===== config.mk =====
export PLATFORM = sky130hd
export DESIGN_NAME = pse_front
export DESIGN_NICKNAME = d
export VERILOG_FILES = /design/src/sv/pse_pkg.sv /design/src/sv/pse_front.sv
export SDC_FILE = /design/constraint.sdc
export NUM_CORES = 1
export LEC_CHECK = 0
export ABC_AREA = 1
export ABC_CLOCK_PERIOD_IN_PS = 3600
export BUFFER_PORTS_ARGS = -buffer_cell sky130_fd_sc_hd__buf_2
export CAP_MARGIN = 20
export CORE_ASPECT_RATIO = 0.9
export CORE_MARGIN = 2
export CORE_UTILIZATION = 57
export CTS_BUF_LIST = sky130_fd_sc_hd__clkbuf_8
export CTS_CLUSTER_DIAMETER = 30
export DETAILED_ROUTE_END_ITERATION = 8
export PLACE_DENSITY = 0.85
export SLEW_MARGIN = 20
export SYNTH_ARGS = -nofsm -noshare
export SYNTH_HDL_FRONTEND = slang
export SYNTH_SLANG_ARGS = --single-unit

===== constraint.sdc =====
create_clock -name clk -period 3.6 [get_ports clk]
set_input_delay 0.18 -clock clk [delete_from_list [all_inputs] [get_ports clk]]
set_output_delay 0.18 -clock clk [all_outputs]
set_load 0.05 [all_outputs]

===== src/sv/pse_pkg.sv =====
// ----------------------------------------------------------------------------
// pse_pkg
// Shared types, constants and helpers of the square-root envelope core.
// ----------------------------------------------------------------------------
package pse_pkg;

    localparam int SAMPLE_BITS = 16;
    localparam int DC_BITS     = SAMPLE_BITS + 8;
    localparam int LP_BITS     = SAMPLE_BITS + 24;
    localparam int LP_FRAC     = SAMPLE_BITS + 15;
    localparam int CMP_FRAC    = SAMPLE_BITS + 7;
    localparam int CMP_BITS    = SAMPLE_BITS + 8;
    localparam int S_BITS      = SAMPLE_BITS + 9;
    localparam int OP_BITS     = LP_BITS + 2;
    localparam int LO_W        = OP_BITS / 2;
    localparam int HI_W        = OP_BITS - LO_W;
    localparam int RAD_SH      = SAMPLE_BITS - 9;
    localparam int RAD_BITS    = 34;
    localparam int ROOT_BITS   = RAD_BITS / 2;
    localparam int CNT_BITS    = $clog2(CMP_BITS + 1);
    localparam int WIDE        = 68;

    localparam longint DC_POLE  = 65208;
    localparam longint ATTACK   = 5033165;
    localparam longint RELEASE  = 41943;
    localparam longint THRESH   = 12079596;
    localparam longint THR      = ((64'sd1 <<< CMP_FRAC) * THRESH + (64'sd1 <<< 23)) >>> 24;

    localparam logic [2:0] REG_LOWPASS = 3'd0;
    localparam logic [2:0] REG_GAIN    = 3'd1;
    localparam logic [2:0] REG_MOD     = 3'd2;
    localparam logic [2:0] REG_NORM    = 3'd3;
    localparam logic [2:0] REG_AMP     = 3'd4;

    typedef logic signed [WIDE-1:0] wide_t;

    typedef struct packed {
        logic [23:0] lowpass_coeff;
        logic [23:0] makeup_gain;
        logic [16:0] mod_depth;
        logic [16:0] envelope_norm;
        logic [16:0] out_scale;
    } cfg_t;

    typedef struct packed {
        logic                          valid;
        logic signed [SAMPLE_BITS-1:0] sample;
    } q_t;

    typedef enum logic [4:0] {
        ST_IDLE, ST_DC,
        ST_L1_LO, ST_L1_HI, ST_L1_UPD,
        ST_L2_LO, ST_L2_HI, ST_L2_UPD,
        ST_G_LO, ST_G_HI, ST_G_UPD,
        ST_CMP, ST_DIV, ST_DFIN, ST_INNER, ST_SQRT, ST_NORM, ST_AMP
    } state_t;

    function automatic wide_t sat_signed(wide_t v, int bits);
        wide_t hi;
        wide_t lo;
        hi = (wide_t'(1) <<< (bits - 1)) - wide_t'(1);
        lo = -hi - wide_t'(1);
        if (v > hi)
            return hi;
        else if (v < lo)
            return lo;
        return v;
    endfunction

endpackage


===== src/sv/pse_front.sv =====
// ----------------------------------------------------------------------------
// pse_front
// Input side: takes sample transactions into a two-entry queue.
// ----------------------------------------------------------------------------
module pse_front (
    input  logic                                   clk,
    input  logic                                   rst_n,
    input  logic signed [pse_pkg::SAMPLE_BITS-1:0] sample_in,
    input  logic                                   in_valid,
    output logic                                   in_ready,
    output pse_pkg::q_t                            head,
    input  logic                                   pop
);
    import pse_pkg::*;

    logic signed [SAMPLE_BITS-1:0] slot_reg [2];
    logic       wr_ptr_reg, wr_ptr_next;
    logic       rd_ptr_reg, rd_ptr_next;
    logic [1:0] count_reg, count_next;
    logic       push;
    logic       do_pop;

    assign in_ready    = (count_reg != 2'd2);
    assign push        = in_valid && in_ready;
    assign do_pop      = pop && (count_reg != 2'd0);
    assign head.valid  = (count_reg != 2'd0);
    assign head.sample = slot_reg[rd_ptr_reg];

    always_comb
    begin
        wr_ptr_next = push ? ~wr_ptr_reg : wr_ptr_reg;
        rd_ptr_next = do_pop ? ~rd_ptr_reg : rd_ptr_reg;
        count_next  = count_reg + 2'(push) - 2'(do_pop);
    end

    always_ff @(posedge clk or negedge rst_n)
    begin
        if (!rst_n)
        begin
            wr_ptr_reg <= 1'b0;
            rd_ptr_reg <= 1'b0;
            count_reg  <= 2'd0;
        end
        else
        begin
            wr_ptr_reg <= wr_ptr_next;
            rd_ptr_reg <= rd_ptr_next;
            count_reg  <= count_next;
        end
    end

    always_ff @(posedge clk)
    begin
        if (push)
            slot_reg[wr_ptr_reg] <= sample_in;
    end

endmodule


==> results by group <==
Clocking
  – CTS Sinks: 36
  – CTS tree: done
  – Skew-Pair Late Insertion Delay: 280 ps
  – Clock transition at path regs: 70 ps
  – CTS buffer count: 5
  – Post-CTS Setup Bufs: 0
  – Cts hold-fix bufs: 1
  – Max H-tree Level: 2
  – Post-CTS sizing: 0
  – Clock Path Buffers: 2
  – Clock root cell: clkbuf_8

Yosys
  – Top_reg_cell synth: edfxtp_1
  – Top cells by count, synth: 56 x nand2_1, 32 x edfxtp_1, 8 x inv_1, 5 x nand2_2, 4 x dfrtp_1
  – Mapped cell area: 1430 um^2
  – Share of the synthesized area in the top cell type: 0.673
  – Yosys warning count: 0
  – EDFF count, synth: 32
  – Syn_nets: 137
  – Post-synth ARST share: 0.111
  – Post-Syn Area per Cell: 12.4 um^2
  – Post-synthesis sequential area ratio: 0.743
  – Area leader, netlist: edfxtp_1
  – Yosys reg bits: 36
  – Cells after Synth: 115
  – Area contributors post-synth: edfxtp_1 67%, nand2_1 15%, dfrtp_1 7.0%
  – Cell with the most instances after synthesis: nand2_1
  – Synth cell types: 12

Die
  – Core area: 2420 um^2
  – Die Y: 51.5 um
  – Die area: 2920 um^2
  – Die X: 56.8 um
  – # rows: 17
  – Ports: 38
  – Initial Util: 0.589

Global routing
  – Vias in the first global route: 883
  – Antenna violations before repair: 0
  – Overflow after GRT: 0
  – First-pass GRT wire length: 3.54 mm
  – Global Route Usage Sum: 0.174
  – Largest net degree at the start of global routing: 19

Place
  – Port bufs: 37
  – HPWL Detailed: 1.46 mm
  – GPL Wtd Cong: 0.814

Timing
  – Final Skew: 3.90 ps
  – Unrepaired setup endpoints after global routing: false
  – Final TNS setup: 0 ps
  – Slew HR: 0.558
  – Crit share post-route: 0.488
  – Final min period: 1760 ps
  – Fmax: 570 MHz
  – Final Hold Viols: 0
  – Tightest Pin Transition: 663 ps
  – Pins over their slew limit: 0
  – Hold WS: 86.7 ps
  – Final setup violation count: 0

Setup path
  – Critical Setup Path Class: reg -> out
  – Cells along the critical path: inv_8, nand2_1, nand2_1, buf_2
  – Data arrival, critical path: 1580 ps
  – Largest fanout on the critical path: 18
  – Startpoint Class: flop
  – CP required: 3420 ps
  – R2r setup slk: 2150 ps
  – CP max stage cell: dfrtp_1
  – Top delay family on crit path: flip-flops
  – Endpoint type of the worst setup path: output pin
  – Crit-path most repeated cell: nand2_1
  – CP bufs+invs: 2
  – Crit-path max cell delay: 770 ps

Detailed routing
  – Met2 WL: 1.22 mm
  – DRC: 0
  – Wl on met1: 843 um
  – Vias per cell: 4.75
  – Highest metal used: met4
  – Wire per inst: 12.1 um
  – Metal3 WL: 146 um
  – Final wirelength: 2.25 mm
  – Drt pass-1 iters: 4
  – Vias: 883
  – Initial DRC Count: 33
  – Detail Route Antenna Nets: 0

Run
  – Max_cap viols: 0

Run status
  – Status: finished, final reports clean

Cells and area
  – Layout Nets: 180
  – N_diodes: 0
  – Syn-to-layout area delta: 19.2%
  – Layout cells sized above 1: 0.310
  – Max FFs per register: 32

Min path
  – Worst hold path class: in -> reg
[cells by family after synthesis]
| family | synth area share |
|---|---|
| simple gates | 0.182 |
| buf+inv | 0.0570 |
| fa+ha+maj | 0.0175 |
| flops | 0.743 |
[routing by layer]
layer,vias to the layer above,track usage
met5,-,0
met1,392,0.177
li1,457,-
met3,4,0.0861
met4,0,0.0969
met2,30,0.295
[worst reg2reg max path, stage by stage, from the launching register on]
cell     delay [ps]
dfrtp_1         400
inv_1            80
nand2_1          80
nand2_1          90
inv_1            50
ha_1            280
inv_1            50
ha_1            140
inv_1            50
nand2_1          70
nand2_1          50
[cell usage in the layout, fill, tap and decap left out]
cell type,instances
nand2_1,56
buf_4,1
dlygate4sd3_1,1
inv_1,8
clkinv_1,2
nor2_1,1
clkbuf_8,5
dfrtp_1,4
ha_1,2
nand2_2,5
edfxtp_1,32
inv_8,1
nand3_1,3
buf_2,37
[layout make-up]
class,instances,area [um^2]
Inverter,9,41.3
Multi-Input combinational cell,67,285
Fill cell,162,723
Sequential cell,36,1060
Clock buffer,5,68.8
Clock inverter,2,7.51
Timing Repair Buffer,39,203
Tap cell,28,35.0
[metrics by stage]
stage          instances  worst slack [ps]  utilization  area (um^2)
4_1_cts              186              1820        0.702         1700
5_1_grt              186              1760        0.702         1700
3_5_place_dp         178              2150        0.666         1620
6_report             186              1840        0.702         1700
2_1_floorplan        115              1570            -         1430
3_3_place_gp         178              2190        0.666         1620
[path summary, 6_finish.rpt]
check / cells past startpoint / to / from
worst max-delay path: 4 / head[0] / rd_ptr_reg$_DFFE_PN0P_
worst min-delay path: 1 / slot_reg[0][11]$_DFFE_PP_ / sample_in[11]
worst max register to register: 10 / count_reg[1]$_DFF_PN0_ / count_reg[1]$_DFF_PN0_
worst min register to register: 2 / wr_ptr_reg$_DFFE_PN0N_ / wr_ptr_reg$_DFFE_PN0N_
max in group asynchronous: 2 / count_reg[0]$_DFF_PN0_ / rst_n
min in group asynchronous: 2 / count_reg[1]$_DFF_PN0_ / rst_n
Power is left out: the tool's default activity adds up to more than one toggle a clock period on the data nets, which glitch-free logic cannot reach.
